## config.mk

```make
export PLATFORM = sky130hd
export DESIGN_NAME = length_prefix_deframer
export DESIGN_NICKNAME = d
export VERILOG_FILES = /design/src/hdl/lpd_pkg.sv /design/src/hdl/lpd_outq.sv /design/src/hdl/length_prefix_deframer.sv
export SDC_FILE = /design/constraint.sdc
export NUM_CORES = 1
export LEC_CHECK = 0
export BUFFER_PORTS_ARGS = -buffer_cell sky130_fd_sc_hd__buf_4
export CORE_MARGIN = 3
export CORE_UTILIZATION = 65
export CTS_BUF_LIST = sky130_fd_sc_hd__clkbuf_16
export CTS_CLUSTER_SIZE = 40
export DETAILED_ROUTE_END_ITERATION = 10
export HOLD_SLACK_MARGIN = 0.12
export PLACE_DENSITY = 0.83
export SKIP_LAST_GASP = 1
export SLEW_MARGIN = 20
export SYNTH_ARGS = -nofsm -noshare
export SYNTH_HDL_FRONTEND = slang
export SYNTH_HIERARCHICAL = 1
export SYNTH_SLANG_ARGS = --single-unit
```

## constraint.sdc

```tcl
create_clock -name clk_i -period 17 [get_ports clk_i]
set_input_delay 1.7 -clock clk_i [delete_from_list [all_inputs] [get_ports clk_i]]
set_output_delay 1.7 -clock clk_i [all_outputs]
set_load 0.03 [all_outputs]
```

## src/hdl/lpd_pkg.sv

```systemverilog
package lpd_pkg;

  localparam int unsigned LEN_W     = 64;
  localparam int unsigned PLEN_W    = 4;
  localparam int unsigned CFG_IDX_W = 3;
  localparam int unsigned BYTE_W    = 8;

  localparam logic [CFG_IDX_W-1:0] CFG_PREFIX_LENGTH      = 3'd0;
  localparam logic [CFG_IDX_W-1:0] CFG_LITTLE_ENDIAN      = 3'd1;
  localparam logic [CFG_IDX_W-1:0] CFG_INCLUDE_PREFIX     = 3'd2;
  localparam logic [CFG_IDX_W-1:0] CFG_FRAME_LIMIT_ENABLE = 3'd3;
  localparam logic [CFG_IDX_W-1:0] CFG_FRAME_LIMIT        = 3'd4;
  localparam logic [CFG_IDX_W-1:0] CFG_BUFFER_LIMIT       = 3'd5;

  localparam logic [PLEN_W-1:0] PREFIX_LENGTH_RST = 4'd4;

  localparam logic [1:0] KIND_BYTE  = 2'd0;
  localparam logic [1:0] KIND_EMPTY = 2'd1;
  localparam logic [1:0] KIND_ERROR = 2'd2;

  localparam logic [1:0] ERR_FRAME_LIMIT = 2'd0;
  localparam logic [1:0] ERR_PAYLOAD_BUF = 2'd1;
  localparam logic [1:0] ERR_OVERFLOW    = 2'd2;
  localparam logic [1:0] ERR_FRAME_BUF   = 2'd3;

  typedef struct packed {
    logic [1:0]        kind;
    logic [BYTE_W-1:0] data;
    logic              last;
    logic [1:0]        code;
  } result_t;

endpackage

```

## src/hdl/lpd_outq.sv

```systemverilog
module lpd_outq (
  input  logic             clk_i,
  input  logic             rst_ni,
  input  logic             push_i,
  input  lpd_pkg::result_t push_data_i,
  input  logic             out_stall_i,
  output logic             out_valid_o,
  output lpd_pkg::result_t out_data_o,
  output logic             full_o
);

  logic             v0_q, v0_d, v1_q, v1_d;
  lpd_pkg::result_t d0_q, d0_d, d1_q, d1_d;
  logic             pop;

  assign pop = v0_q && !out_stall_i;

  always_comb begin
    v0_d = v0_q;
    v1_d = v1_q;
    d0_d = d0_q;
    d1_d = d1_q;
    if (pop) begin
      if (v1_q) begin
        d0_d = d1_q;
        v1_d = 1'b0;
      end else begin
        v0_d = 1'b0;
      end
    end
    if (push_i) begin
      if (!v0_d) begin
        v0_d = 1'b1;
        d0_d = push_data_i;
      end else begin
        v1_d = 1'b1;
        d1_d = push_data_i;
      end
    end
  end

  always_ff @(posedge clk_i or negedge rst_ni) begin
    if (!rst_ni) begin
      v0_q <= 1'b0;
      v1_q <= 1'b0;
    end else begin
      v0_q <= v0_d;
      v1_q <= v1_d;
    end
  end

  always_ff @(posedge clk_i) begin
    d0_q <= d0_d;
    d1_q <= d1_d;
  end

  assign out_valid_o = v0_q;
  assign out_data_o  = d0_q;
  assign full_o      = v1_q;

endmodule

```

## src/hdl/length_prefix_deframer.sv

```systemverilog
// length-prefixed message deframer
// input channel: one raw stream byte per item (in_valid_i / in_stall_o / in_byte_i)
// output channel: one result per item (out_valid_o / out_stall_i), carrying kind_o,
// out_byte_o, last_o and error_code_o; kind is message byte, empty message or error
// configuration: cfg_we_i writes cfg_data_i into register cfg_idx_i; the user must
// write only while no message is in flight, as the block does not enforce it
// a taken payload byte enters the output queue and shows once earlier results leave
// throughput: payload bytes pass at one per cycle while the output queue has room;
// prefix bytes are gathered first, then the length checks run, and include-prefix
// mode replays the stored prefix bytes from the prefix registers, one per cycle
// while the queue has room; a two-entry output queue lets an item be taken while
// one result waits; in the payload state in_stall_o rises when both entries are full
// and nothing is lost while the receiver stalls; a failed length check emits one
// error result and the block then stalls its input until reset
// reset: config returns to its defaults (4-byte big-endian prefix, no limits), the
// output queue empties and the block waits for the first prefix byte
module length_prefix_deframer #(
  parameter int unsigned MaxPrefixBytes = 8
) (
  input  logic                               clk_i,
  input  logic                               rst_ni,
  input  logic                               cfg_we_i,
  input  logic [lpd_pkg::CFG_IDX_W-1:0]      cfg_idx_i,
  input  logic [lpd_pkg::LEN_W-1:0]          cfg_data_i,
  input  logic                               in_valid_i,
  output logic                               in_stall_o,
  input  logic [lpd_pkg::BYTE_W-1:0]         in_byte_i,
  output logic                               out_valid_o,
  input  logic                               out_stall_i,
  output logic [1:0]                         kind_o,
  output logic [lpd_pkg::BYTE_W-1:0]         out_byte_o,
  output logic                               last_o,
  output logic [1:0]                         error_code_o
);

  localparam int unsigned CntW = $clog2(MaxPrefixBytes + 1);
  localparam int unsigned IdxW = (MaxPrefixBytes > 1) ? $clog2(MaxPrefixBytes) : 1;
  localparam int unsigned LenW = lpd_pkg::LEN_W;

  typedef enum logic [4:0] {
    ST_PREFIX  = 5'b00001,
    ST_CHECK   = 5'b00010,
    ST_REPLAY  = 5'b00100,
    ST_PAYLOAD = 5'b01000,
    ST_HALT    = 5'b10000
  } state_e;

  logic [lpd_pkg::PLEN_W-1:0] prefix_length_q;
  logic                       little_endian_q;
  logic                       include_prefix_q;
  logic                       frame_limit_enable_q;
  logic [LenW-1:0]            frame_limit_q;
  logic [LenW-1:0]            buffer_limit_q;

  state_e                     state_q, state_d;
  logic [CntW-1:0]            cnt_q, cnt_d, cnt_inc;
  logic [IdxW-1:0]            ridx_q, ridx_d;
  logic [LenW-1:0]            rem_q, rem_d;
  logic [LenW-1:0]            len_q, len_d;
  logic [LenW-1:0]            acc_q, acc_d, le_val;
  logic [lpd_pkg::PLEN_W-1:0] n_q, n_eff;
  logic [MaxPrefixBytes-1:0][lpd_pkg::BYTE_W-1:0] store_q, store_nx;

  logic             in_acc, pfx_acc, done, q_full, len_zero, rlast, rem_one;
  logic             e0, e1, e2, e3;
  logic [LenW:0]    sum;
  logic             push;
  lpd_pkg::result_t push_data, out_data;

  always_ff @(posedge clk_i or negedge rst_ni) begin
    if (!rst_ni) begin
      prefix_length_q      <= lpd_pkg::PREFIX_LENGTH_RST;
      little_endian_q      <= 1'b0;
      include_prefix_q     <= 1'b0;
      frame_limit_enable_q <= 1'b0;
      frame_limit_q        <= '0;
      buffer_limit_q       <= '0;
    end else if (cfg_we_i) begin
      case (cfg_idx_i)
        lpd_pkg::CFG_PREFIX_LENGTH:      prefix_length_q <= cfg_data_i[lpd_pkg::PLEN_W-1:0];
        lpd_pkg::CFG_LITTLE_ENDIAN:      little_endian_q <= cfg_data_i[0];
        lpd_pkg::CFG_INCLUDE_PREFIX:     include_prefix_q <= cfg_data_i[0];
        lpd_pkg::CFG_FRAME_LIMIT_ENABLE: frame_limit_enable_q <= cfg_data_i[0];
        lpd_pkg::CFG_FRAME_LIMIT:        frame_limit_q <= cfg_data_i;
        lpd_pkg::CFG_BUFFER_LIMIT:       buffer_limit_q <= cfg_data_i;
        default: ;
      endcase
    end
  end

  // effective prefix size, clamped to 1..MaxPrefixBytes
  always_comb begin
    if (prefix_length_q == '0) begin
      n_eff = lpd_pkg::PLEN_W'(1);
    end else if (prefix_length_q > lpd_pkg::PLEN_W'(MaxPrefixBytes)) begin
      n_eff = lpd_pkg::PLEN_W'(MaxPrefixBytes);
    end else begin
      n_eff = prefix_length_q;
    end
  end

  assign in_stall_o = !((state_q == ST_PREFIX) || ((state_q == ST_PAYLOAD) && !q_full));
  assign in_acc     = in_valid_i && !in_stall_o;
  assign pfx_acc    = in_acc && (state_q == ST_PREFIX);
  assign cnt_inc    = cnt_q + CntW'(1);
  assign done       = lpd_pkg::PLEN_W'(cnt_inc) >= n_eff;

  // big-endian value shifts in, little-endian value is the byte lanes themselves
  always_comb begin
    store_nx = store_q;
    store_nx[cnt_q[IdxW-1:0]] = in_byte_i;
    acc_d = (cnt_q == '0) ? LenW'(in_byte_i) : {acc_q[LenW-9:0], in_byte_i};
    le_val = '0;
    for (int j = 0; j < MaxPrefixBytes; j++) begin
      if (lpd_pkg::PLEN_W'(j) < n_eff) begin
        le_val[8*j +: 8] = store_nx[j];
      end
    end
    len_d = little_endian_q ? le_val : acc_d;
  end

  always_ff @(posedge clk_i) begin
    if (pfx_acc) begin
      store_q[cnt_q[IdxW-1:0]] <= in_byte_i;
      acc_q <= acc_d;
      if (done) begin
        len_q <= len_d;
        n_q   <= n_eff;
      end
    end
    rem_q <= rem_d;
  end

  // length checks, first failing one wins
  assign sum      = {1'b0, len_q} + (LenW + 1)'(n_q);
  assign e0       = frame_limit_enable_q && (len_q > frame_limit_q);
  assign e1       = (buffer_limit_q != '0) && (len_q > buffer_limit_q);
  assign e2       = sum[LenW];
  assign e3       = (buffer_limit_q != '0) && (sum[LenW-1:0] > buffer_limit_q);
  assign len_zero = (len_q == '0);
  assign rlast    = (lpd_pkg::PLEN_W'(ridx_q) + lpd_pkg::PLEN_W'(1)) == n_q;
  assign rem_one  = (rem_q == LenW'(1));

  always_comb begin
    state_d   = state_q;
    cnt_d     = cnt_q;
    ridx_d    = ridx_q;
    rem_d     = rem_q;
    push      = 1'b0;
    push_data = '{kind: lpd_pkg::KIND_BYTE, data: '0, last: 1'b0, code: '0};
    case (state_q)
      ST_PREFIX: begin
        if (pfx_acc) begin
          if (done) begin
            cnt_d   = '0;
            state_d = ST_CHECK;
          end else begin
            cnt_d = cnt_inc;
          end
        end
      end
      ST_CHECK: begin
        if (!q_full) begin
          if (e0 || e1 || e2 || e3) begin
            push           = 1'b1;
            push_data.kind = lpd_pkg::KIND_ERROR;
            if (e0) begin
              push_data.code = lpd_pkg::ERR_FRAME_LIMIT;
            end else if (e1) begin
              push_data.code = lpd_pkg::ERR_PAYLOAD_BUF;
            end else if (e2) begin
              push_data.code = lpd_pkg::ERR_OVERFLOW;
            end else begin
              push_data.code = lpd_pkg::ERR_FRAME_BUF;
            end
            state_d = ST_HALT;
          end else if (include_prefix_q) begin
            ridx_d  = '0;
            state_d = ST_REPLAY;
          end else if (len_zero) begin
            push           = 1'b1;
            push_data.kind = lpd_pkg::KIND_EMPTY;
            push_data.last = 1'b1;
            state_d        = ST_PREFIX;
          end else begin
            rem_d   = len_q;
            state_d = ST_PAYLOAD;
          end
        end
      end
      ST_REPLAY: begin
        if (!q_full) begin
          push           = 1'b1;
          push_data.data = store_q[ridx_q];
          push_data.last = rlast && len_zero;
          ridx_d         = ridx_q + IdxW'(1);
          if (rlast) begin
            if (len_zero) begin
              state_d = ST_PREFIX;
            end else begin
              rem_d   = len_q;
              state_d = ST_PAYLOAD;
            end
          end
        end
      end
      ST_PAYLOAD: begin
        if (in_acc) begin
          push           = 1'b1;
          push_data.data = in_byte_i;
          push_data.last = rem_one;
          rem_d          = rem_q - LenW'(1);
          if (rem_one) begin
            state_d = ST_PREFIX;
          end
        end
      end
      ST_HALT: ;
      default: state_d = ST_HALT;
    endcase
  end

  always_ff @(posedge clk_i or negedge rst_ni) begin
    if (!rst_ni) begin
      state_q <= ST_PREFIX;
      cnt_q   <= '0;
      ridx_q  <= '0;
    end else begin
      state_q <= state_d;
      cnt_q   <= cnt_d;
      ridx_q  <= ridx_d;
    end
  end

  lpd_outq u_outq (
    .clk_i       (clk_i),
    .rst_ni      (rst_ni),
    .push_i      (push),
    .push_data_i (push_data),
    .out_stall_i (out_stall_i),
    .out_valid_o (out_valid_o),
    .out_data_o  (out_data),
    .full_o      (q_full)
  );

  assign kind_o       = out_data.kind;
  assign out_byte_o   = out_data.data;
  assign last_o       = out_data.last;
  assign error_code_o = out_data.code;

endmodule

```

Word-level counts from Yosys, hierarchy flattened. Index checks and enable logic that the tools add are counted.

$add $sub $neg: 5. Order comparisons: 16. Eq/ne operators: 22. Multiplexer cells: 75. Bitwise gates (word level): 1. Reductions and logical operators: 35.

Operator list (count): 64-bit two-way mux (9); 64-bit > comparator (3); 64-bit one-hot mux with 3 select lines (1); 8-bit two-way mux (10); 64-bit by 4-bit adder with 65-bit output (1); 64-bit bitwise mux (1); 64-bit by 1-bit == test with 1-bit output (second input constant) (1); 64-bit logical NOT (1); 64-bit nonzero test (1); 64-bit by 1-bit subtractor with 64-bit output (second input constant) (1); 13-bit two-way mux (4); 5-bit two-way mux (9); 5-bit one-hot mux with 5 select lines (1); 8-bit binary-select mux with 3-bit select (1); 8-bit demux with 3-bit select (1); 2-bit inequality test (second input constant) (10); 9-bit two-way mux (2); 2-bit AND reduction (9); 3-bit by 4-bit less-than comparator with 1-bit output (first input constant) (4); 1-bit two-way mux (16); 4-bit two-way mux (4); 8-bit one-hot mux with 2 select lines (1); 3-bit two-way mux (5); 2-bit two-way mux (7); other kinds (31) (51).

Flip-flop bits (word level): 427. Output and inout bits: 15.

Longest topological paths before layout. Gate-level depths: netlist (run 1).

Word-level depth: 10. Depth in mapped cells: 24.

By module. Netlist (run 1), hierarchy kept.

Modules (own cells, without submodules): length_prefix_deframer (instances 1, cells an instance 2319, area each 23990.5 um^2); lpd_outq (instances 1, cells an instance 98, area each 1107.3 um^2).

Worst setup path before layout (run 1). No wires, ideal clock.

Kind: flip-flop to flip-flop. Start point: register len_q[1]. End point: register rem_q[0] (enable). Library setup time: 0.427 ns. Arrival time: 5.900 ns. Data required time: 16.573 ns. Path slack: 10.673 ns. Stages on the path, launching flop included: 19. Path buffers: 0. Clock period less this slack: 6.327 ns. Cells stage by stage: edfxtp_1 > ha_1 > a21o_1 > a21oi_1 > o21bai_1 > nor4b_1 > nand4_1 > nor2b_1 > nand2_1 > xnor2_1 > ha_1 > nand4_1 > nor4_1 > a2111oi_0 > o31ai_1 > a211o_1 > o21a_1 > o31ai_1 > and4_1.

Cells in the longest elaborated chain, start to end: 7.

RTL lines: from (decl) (RTL line length_prefix_deframer.sv:59) `logic [LenW-1:0] len_q, len_d;`; from (signal assigned) (RTL line length_prefix_deframer.sv:127) `len_q <= len_d;`; branches (longest 4 deep; another with 64-bit by 4-bit adder with 65-bit output); 1-bit logical OR (*) (RTL line length_prefix_deframer.sv:164) `if (e0 || e1 || e2 || e3) begin`; 2-bit inequality test (no source line) (*); 7-bit AND reduction (no source line) (*); to (signal assigned) (RTL line length_prefix_deframer.sv:131) `rem_q <= rem_d;`; to (decl) (RTL line length_prefix_deframer.sv:58) `logic [LenW-1:0] rem_q, rem_d;`.

Mark *: on every way between the ends. A chain may end at the register's enable or synchronous reset.

Worst setup path in the final report (run 1).
Start point: register len_q[0]. End point: register u_outq/d1_q[5] (netlist bit) (enable).

Cells in the longest elaborated chain, start to end: 9.

RTL lines: branches (longest 5 deep; another with 64-bit by 4-bit adder with 65-bit output); 1-bit two-way mux (*) (RTL line length_prefix_deframer.sv:164); 1-bit two-way mux (*) (RTL line length_prefix_deframer.sv:163) `if (!q_full) begin`; 1-bit one-hot mux with 3 select lines (*) (RTL line length_prefix_deframer.sv:151) `case (state_q)`; named net push (RTL line length_prefix_deframer.sv:67) `logic push;`; 2-bit AND reduction (no source line) (*); to (signal assigned) (RTL line lpd_outq.sv:54) `d1_q <= d1_d;`; to (decl) (RTL line lpd_outq.sv:13) `lpd_pkg::result_t d0_q, d0_d, d1_q, d1_d;`.

Mark *: on every way through the listed nets, which the timed path passes.

==> results of run 1 <==
metal layers:
| metal | wire (um) | track usage | part of all wire | vias up |
|---|---|---|---|---|
| met5 | 41 | 0 | 0.00058 | - |
| met4 | 3660 | 0.152 | 0.052 | 6 |
| met3 | 7580 | 0.0795 | 0.11 | 239 |
| met2 | 31800 | 0.533 | 0.45 | 1190 |
| met1 | 27600 | 0.462 | 0.39 | 9491 |
| li1 | - | - | - | 8916 |
area by class of cell:
class / instances / area (um^2)
Clock buffer: 44 / 1100
Clock inverter: 38 / 245
Fill cell: 2593 / 10200
Inverter: 231 / 870
Multi-Input combinational cell: 1671 / 12000
Sequential cell: 427 / 12000
Tap cell: 511 / 639
Timing Repair Buffer: 121 / 912
cells in the mapped netlist (4+ instances only):
library cell / n
nand2_1: 313
edfxtp_1: 265
inv_1: 231
o21ai_0: 208
ha_1: 205
dfrtp_1: 147
mux2_2: 136
nor2_1: 92
a21oi_1: 81
xnor2_1: 77
clkbuf_1: 73
nor4_1: 71
nand3_1: 54
nand4_1: 54
nand2b_1: 42
xor2_1: 42
nor3_1: 37
a221oi_1: 28
o22ai_1: 22
a21o_1: 17
mux2i_1: 17
and3_1: 16
mux4_2: 16
and4_1: 15
dfxtp_1: 13
a31oi_1: 11
a32o_1: 8
or3_1: 8
o31ai_1: 7
or4_1: 7
buf_1: 6
buf_2: 6
nand4b_1: 6
nor2b_1: 6
and2_1: 5
nor3b_1: 5
o21a_1: 5
o211ai_1: 4
logic make-up after synthesis:
logic type	Yosys count
XOR/XNOR	119
AND/OR/NAND/NOR	752
buffers and inverters	319
adder cells (fa/ha/maj)	206
flip-flops	427
AO/OA/AOI/OAI	425
multiplexers	169
worst reg2reg max path, stage by stage, from the launching register on:
cell,delay (ns)
edfxtp_1,0.40
ha_1,0.20
inv_1,0.06
fa_1,0.41
nor2b_1,0.13
o21a_1,0.17
o2111ai_1,0.25
nor2_1,0.47
nand2_1,0.23
nor2_1,0.39
nand4_1,0.16
xnor2_1,0.16
ha_1,0.33
nand4_1,0.18
nor2_1,0.18
nand2_1,0.11
or3_1,0.36
a31oi_1,0.18
o21a_1,0.27
nor3_1,0.22
a221oi_1,0.46
inv_1,0.13
nor2_1,0.85
final timing paths:
kind                                startpoint                       endpoint  slack (ns)  cells after the start
setup reg to reg            len_q[0]$_DFFE_PP_       u_outq/d1_q[5]$_DFFE_PP_       10.30                     22
hold reg to reg            acc_q[11]$_DFFE_PP_            acc_q[19]$_DFFE_PP_        0.52                      2
setup / recovery            len_q[0]$_DFFE_PP_       u_outq/d1_q[5]$_DFFE_PP_       10.30                     22
hold / removal             acc_q[11]$_DFFE_PP_            acc_q[19]$_DFFE_PP_        0.52                      2
min in group asynchronous               rst_ni  frame_limit_q[40]$_DFFE_PN0P_        1.21                      1
max in group asynchronous               rst_ni    little_endian_q$_DFFE_PN0P_       14.46                      2
flip-flops by register name (all words and copies together), names as in the netlist:
register              count
buffer_limit_q           64
frame_limit_q            64
len_q                    64
rem_q                    64
store_q                  64
acc_q                    56
u_outq/d1_q              13
u_outq/out_data_o        13
state_q                   5
cnt_q                     4
n_q                       4
prefix_length_q           4
ridx_q                    3
frame_limit_enable_q      1
include_prefix_q          1
little_endian_q           1
u_outq/full_o             1
u_outq/out_valid_o        1
through the flow:
stage / setup slack, ns / total power [uW] / hold slack (ns) / area (um^2) / instances
2_1_floorplan: 10.67 / 1520 / 0.473 / 25100 / 2417
3_3_place_gp: 10.77 / 1670 / 0.500 / 26300 / 2961
3_5_place_dp: 10.50 / 1690 / 0.503 / 26300 / 2961
4_1_cts: 10.42 / 2600 / 0.517 / 27700 / 3043
5_1_grt: 9.90 / 2700 / 0.538 / 27700 / 3043
6_report: 10.30 / 2600 / 0.517 / 27700 / 3043
power by group through the flow:
stage               sequential, uW  combinational [uW]  clock, uW
detailed placement            1250                 443          0
finish                        1230                 457        911
CTS                           1230                 449        918
floorplan                     1220                 295          0
global placement              1250                 418          0
global route                  1240                 506        959
cell usage in the layout, fill, tap and decap left out, drive strengths merged, types with 38 or more instances in the layout:
master | netlist | routed
nand2b | 42 | 42
edfxtp | 265 | 265
xnor2 | 77 | 77
nor4 | 72 | 72
mux2 | 136 | 136
nor2 | 92 | 92
nand3 | 54 | 54
xor2 | 42 | 42
o21ai | 210 | 210
nor3 | 38 | 38
buf | 14 | 121
clkbuf | 74 | 44
a21oi | 81 | 81
dfrtp | 147 | 147
inv | 231 | 256
ha | 205 | 205
nand2 | 313 | 313
nand4 | 54 | 54
==> results.json, run 1 <==
{
  "setup.worst_path.class": "flip-flop to flip-flop",
  "synth_xor_area_frac": 0.0415,
  "cts_htree_levels": 2,
  "synth_top_family_by_area": "simple AND/OR/NAND/NOR gates",
  "p_clk_frac": 0.350,
  "powerDensity_nw_per_um2": 94.0,
  "antenna_cells": 0,
  "critPathSlowestCell": "nor2_1",
  "drt_iter0_markers": 2271,
  "synth-seq-cells": 427,
  "yosysUniqueCellTypes": 80,
  "grt_antenna_before_repair": 4,
  "hold_viol": 0,
  "hp-class": "flip-flop to flip-flop",
  "coreArea_um2": 37800,
  "grt_pass1_vias": 19400,
  "rows": 71,
  "synthFlopType": "edfxtp_1",
  "synth_nets": 2703,
  "crit_buf_inv": 2,
  "first_pass_iters": 6,
  "insertion_delay_ns": 0.60,
  "dieArea_um2": 41000,
  "grt_pass1_wl_um": 109000,
  "synthMuxAreaShare": 0.0822,
  "comb_power_share": 0.176,
  "cpLargestDelayFamily": "simple AND/OR/NAND/NOR gates",
  "root_buffer": "clkbuf_16",
  "post-cts-setup-buffers": 0,
  "cts_sinks": 427,
  "internal_power_uw": 1860,
  "die_h_um": 203,
  "top_level_ports": 95,
  "leakage_uw": 0.0112,
  "ys_seq_area_frac": 0.476,
  "crit_top_cell": "nor2_1",
  "crit_chain": "ha_1 > inv_1 > fa_1 > nor2b_1 > o21a_1 > o2111ai_1 > nor2_1 > nand2_1 > nor2_1 > nand4_1 > xnor2_1 > ha_1 > nand4_1 > nor2_1 > nand2_1 > or3_1 > a31oi_1 > o21a_1 > nor3_1 > a221oi_1 > inv_1 > nor2_1",
  "fin_setup_tns_ns": 0,
  "cp.arrival_ns": 6.91,
  "synth_top_area_share": 0.317,
  "layout.nets": 2782,
  "finalCritPeriodShare": 0.394,
  "cts_buffers": 44,
  "cts_hold_buf": 0,
  "setup_viol": 0,
  "syn2layout_area_growth_pct": 10.2,
  "cap_violations": 0,
  "vias": 19800,
  "syn_area_um2": 25100,
  "fin_crit_ns": 6.70,
  "vdd_drop_max_v": 0.0000946,
  "groute.usage.overall": 0.342,
  "status": "finished clean",
  "clkTransAtPathRegs_ns": 0.06,
  "slew_viol_final": 0,
  "drcViolationCount": 0,
  "die_x_um": 203,
  "endpoint_kind": "flip-flop",
  "cts-resized-gates": 0,
  "cpPeakStageDelay_ns": 0.85,
  "vias_per_cell": 6.52,
  "grt-ovfl-total": 0,
  "rsz0062_at_grt": "no",
  "synthAdderAreaFrac": 0.103,
  "synth_top_area_cell": "edfxtp_1",
  "grt_max_degree": 116,
  "gp_congestion": 0.963,
  "io_buffer_count": 94,
  "max_slew.worst_pin.slew_ns": 1.14,
  "postRouteAntennaNets": 0,
  "finClkSkew_ns": 0.0235,
  "cp_max_fo": 13,
  "power.share.sequential": 0.474,
  "relSlewSlack": 0.236,
  "dp_hpwl_um": 51500,
  "drive_above_1_share": 0.139,
  "synthSimpleGateAreaFrac": 0.148,
  "max_freq_mhz": 149,
  "start_util": 0.663,
  "power_switching_uw": 745,
  "avgSynthCellArea_um2": 10.4,
  "ys_warn_count": 6,
  "drt_wl_total_um": 70700,
  "cts_buffer_depth": 3,
  "synthTopCellsByArea": "edfxtp_1 (32%), dfrtp_1 (15%), ha_1 (10%)",
  "syn-instance-count": 2417,
  "async_flop_share": 0.349,
  "postLayoutCoreUtil": 0.731,
  "cts_tree": "yes",
  "switching_share": 0.286,
  "required_ns": 17.21,
  "synth_compound_area_frac": 0.101,
  "synth_edf_count": 265,
  "setup.worst_path.start_class": "flip-flop",
  "wl_per_cell_um": 23.2
}
(Power assumes the default switching activity.)
==> run 2: changes to the inputs <==
- CORE_UTILIZATION: 65 -> 57
- PLACE_DENSITY: 0.83 -> 0.77
- clock period: 17 -> 5.68 ns (I/O delays scaled with it)
==> results.json, run 2 (synthesized netlist as in run 1, its figures left out) <==
{
  "mostFrequentLayoutCells": "nand2_1 (313), edfxtp_1 (265), inv_1 (240), o21ai_0 (207), ha_1 (205)",
  "root_buffer": "clkbuf_16",
  "gp_congestion": 0.977,
  "io_buffer_count": 94,
  "whs_path_depth": 3,
  "rsz0062_at_grt": "yes",
  "slew_viol_final": 0,
  "finalCritPeriodShare": 0.930,
  "drcViolationCount": 0,
  "mostFrequentLayoutCell": "nand2_1",
  "hold_viol": 0,
  "grt-ovfl-total": 0,
  "powerDensity_nw_per_um2": 281,
  "grt_pass1_wl_um": 112000,
  "stdcell_area_um2": 28400,
  "setup.worst_path.class": "flip-flop to flip-flop",
  "dieArea_um2": 46600,
  "die_x_um": 216,
  "pre_cts_slack_ns": 0.125,
  "coreArea_um2": 43300,
  "vias": 19900,
  "grt_max_degree": 116,
  "cp_max_fo": 31,
  "vdd_drop_max_v": 0.000282,
  "cts_tree": "yes",
  "fillers": 3345,
  "fin_crit_ns": 5.28,
  "status": "finished clean",
  "top_level_ports": 95,
  "drt_iter0_markers": 2294,
  "clkTransAtPathRegs_ns": 0.06,
  "p_total_uw": 7990,
  "relSlewSlack": 0.176,
  "groute.usage.overall": 0.310,
  "insertion_delay_ns": 0.62,
  "cts_buffers": 45,
  "worst_slack_ns": 0.398,
  "fin_setup_tns_ns": 0,
  "leakage_uw": 0.0115,
  "max_freq_mhz": 189,
  "setup_viol": 0,
  "cap_violations": 0,
  "drive_above_1_share": 0.166,
  "required_ns": 5.96,
  "place_area_um2": 26900,
  "wl_per_cell_um": 23.0,
  "rrSetupSlack_ns": 0.40,
  "grt_antenna_before_repair": 2,
  "r2r_cells": 20,
  "layout.nets": 2847,
  "first_pass_iters": 6,
  "dp_hpwl_um": 54400,
  "cts_buffer_depth": 3,
  "setup.worst_path.start_class": "flip-flop",
  "endpoint_kind": "flip-flop",
  "drt_wl_total_um": 73200,
  "cts_sinks": 427,
  "vias_per_cell": 6.26,
  "syn2layout_area_growth_pct": 13.3,
  "r2r_start": "len_q[1]$_DFFE_PP_",
  "cts_htree_levels": 2,
  "hp-class": "input pin to flip-flop",
  "start_util": 0.580,
  "max_slew.worst_pin.slew_ns": 1.22,
  "die_h_um": 216,
  "rows": 76,
  "finClkSkew_ns": 0.0328,
  "cp.arrival_ns": 5.57,
  "worstHoldEndpoint": "frame_limit_q[6]$_DFFE_PN0P_",
  "grt_pass1_vias": 19800,
  "worstHoldStart": "cfg_data_i[6]",
  "postRouteAntennaNets": 0,
  "r2r-end": "rem_q[19]$_DFFE_PP_"
}
[run 2: worst max-delay path, cell delays in order (launching register included)]
cell and delay (ns):
edfxtp_1 0.50, ha_1 0.32, a21o_1 0.11, a21oi_1 0.10
o21bai_1 0.19, nor4b_2 0.24, buf_4 0.21, nand2_1 0.11
nor2_2 0.25, and3_1 0.22, xor2_1 0.19, ha_1 0.27
a21oi_1 0.13, o21ai_0 0.15, a2111oi_1 0.36, o31ai_1 0.14
a211o_1 0.24, o21a_1 0.28, o31ai_1 0.35, and4_4 0.37
buf_12 0.23
[run 2: layout make-up]
| class | instances | area [um^2] | area share |
|---|---|---|---|
| antenna | 1 | 2.50 | 0.0000880 |
| clock buffer | 46 | 1150 | 0.0405 |
| clock inverter | 36 | 318 | 0.0112 |
| inverter | 231 | 872 | 0.0307 |
| multi-input combinational | 1671 | 12000 | 0.422 |
| sequential | 427 | 12000 | 0.420 |
| tap | 585 | 732 | 0.0257 |
| timing repair buffer | 185 | 1420 | 0.0499 |
[run 2: timing repair]
item / in CTS / in global routing
hold endpoints to repair: 49 / 0
setup buffers: 0 / 2
hold buffers: 1 / 0
setup endpoints to repair: 0 / 90
resized for setup: 0 / 10
[run 2: power by group]
part | internal (uW) | switching (uW)
Clock | 1670 | 1290
Sequential | 3510 | 173
Combinational | 541 | 804
[run 2: layer usage]
metal	global-route usage	up-vias	share of wire
met2	0.491	982	0.45
met5	0	-	0.0012
met3	0.0518	222	0.091
li1	-	9049	-
met4	0.147	4	0.052
met1	0.421	9647	0.40
[run 2: how the worst max path moves through the flow]
stage	start	endpoint	slack [ns]	depth (start not counted)
floorplan	len_q[1]$_DFFE_PP_	u_outq/d1_q[0]$_DFFE_PP_	0.19	20
global placement	len_q[1]$_DFFE_PP_	u_outq/d1_q[3]$_DFFE_PP_	0.31	22
detailed placement	len_q[1]$_DFFE_PP_	u_outq/out_data_o[12]$_DFF_P_	0.12	22
CTS	len_q[1]$_DFFE_PP_	u_outq/out_data_o[12]$_DFF_P_	0.08	22
global route	len_q[1]$_DFFE_PP_	rem_q[19]$_DFFE_PP_	0.006	20
finish	len_q[1]$_DFFE_PP_	rem_q[19]$_DFFE_PP_	0.40	20
[run 2: stage by stage]
stage,std cells,hold WS (ns),utilization
final,3182,0.170,0.657
after global routing,3182,0.174,0.657
after CTS,3179,0.153,0.656
after detailed placement,3096,0.504,0.622
after global placement,3096,0.495,0.622
after floorplan,2417,0.272,-
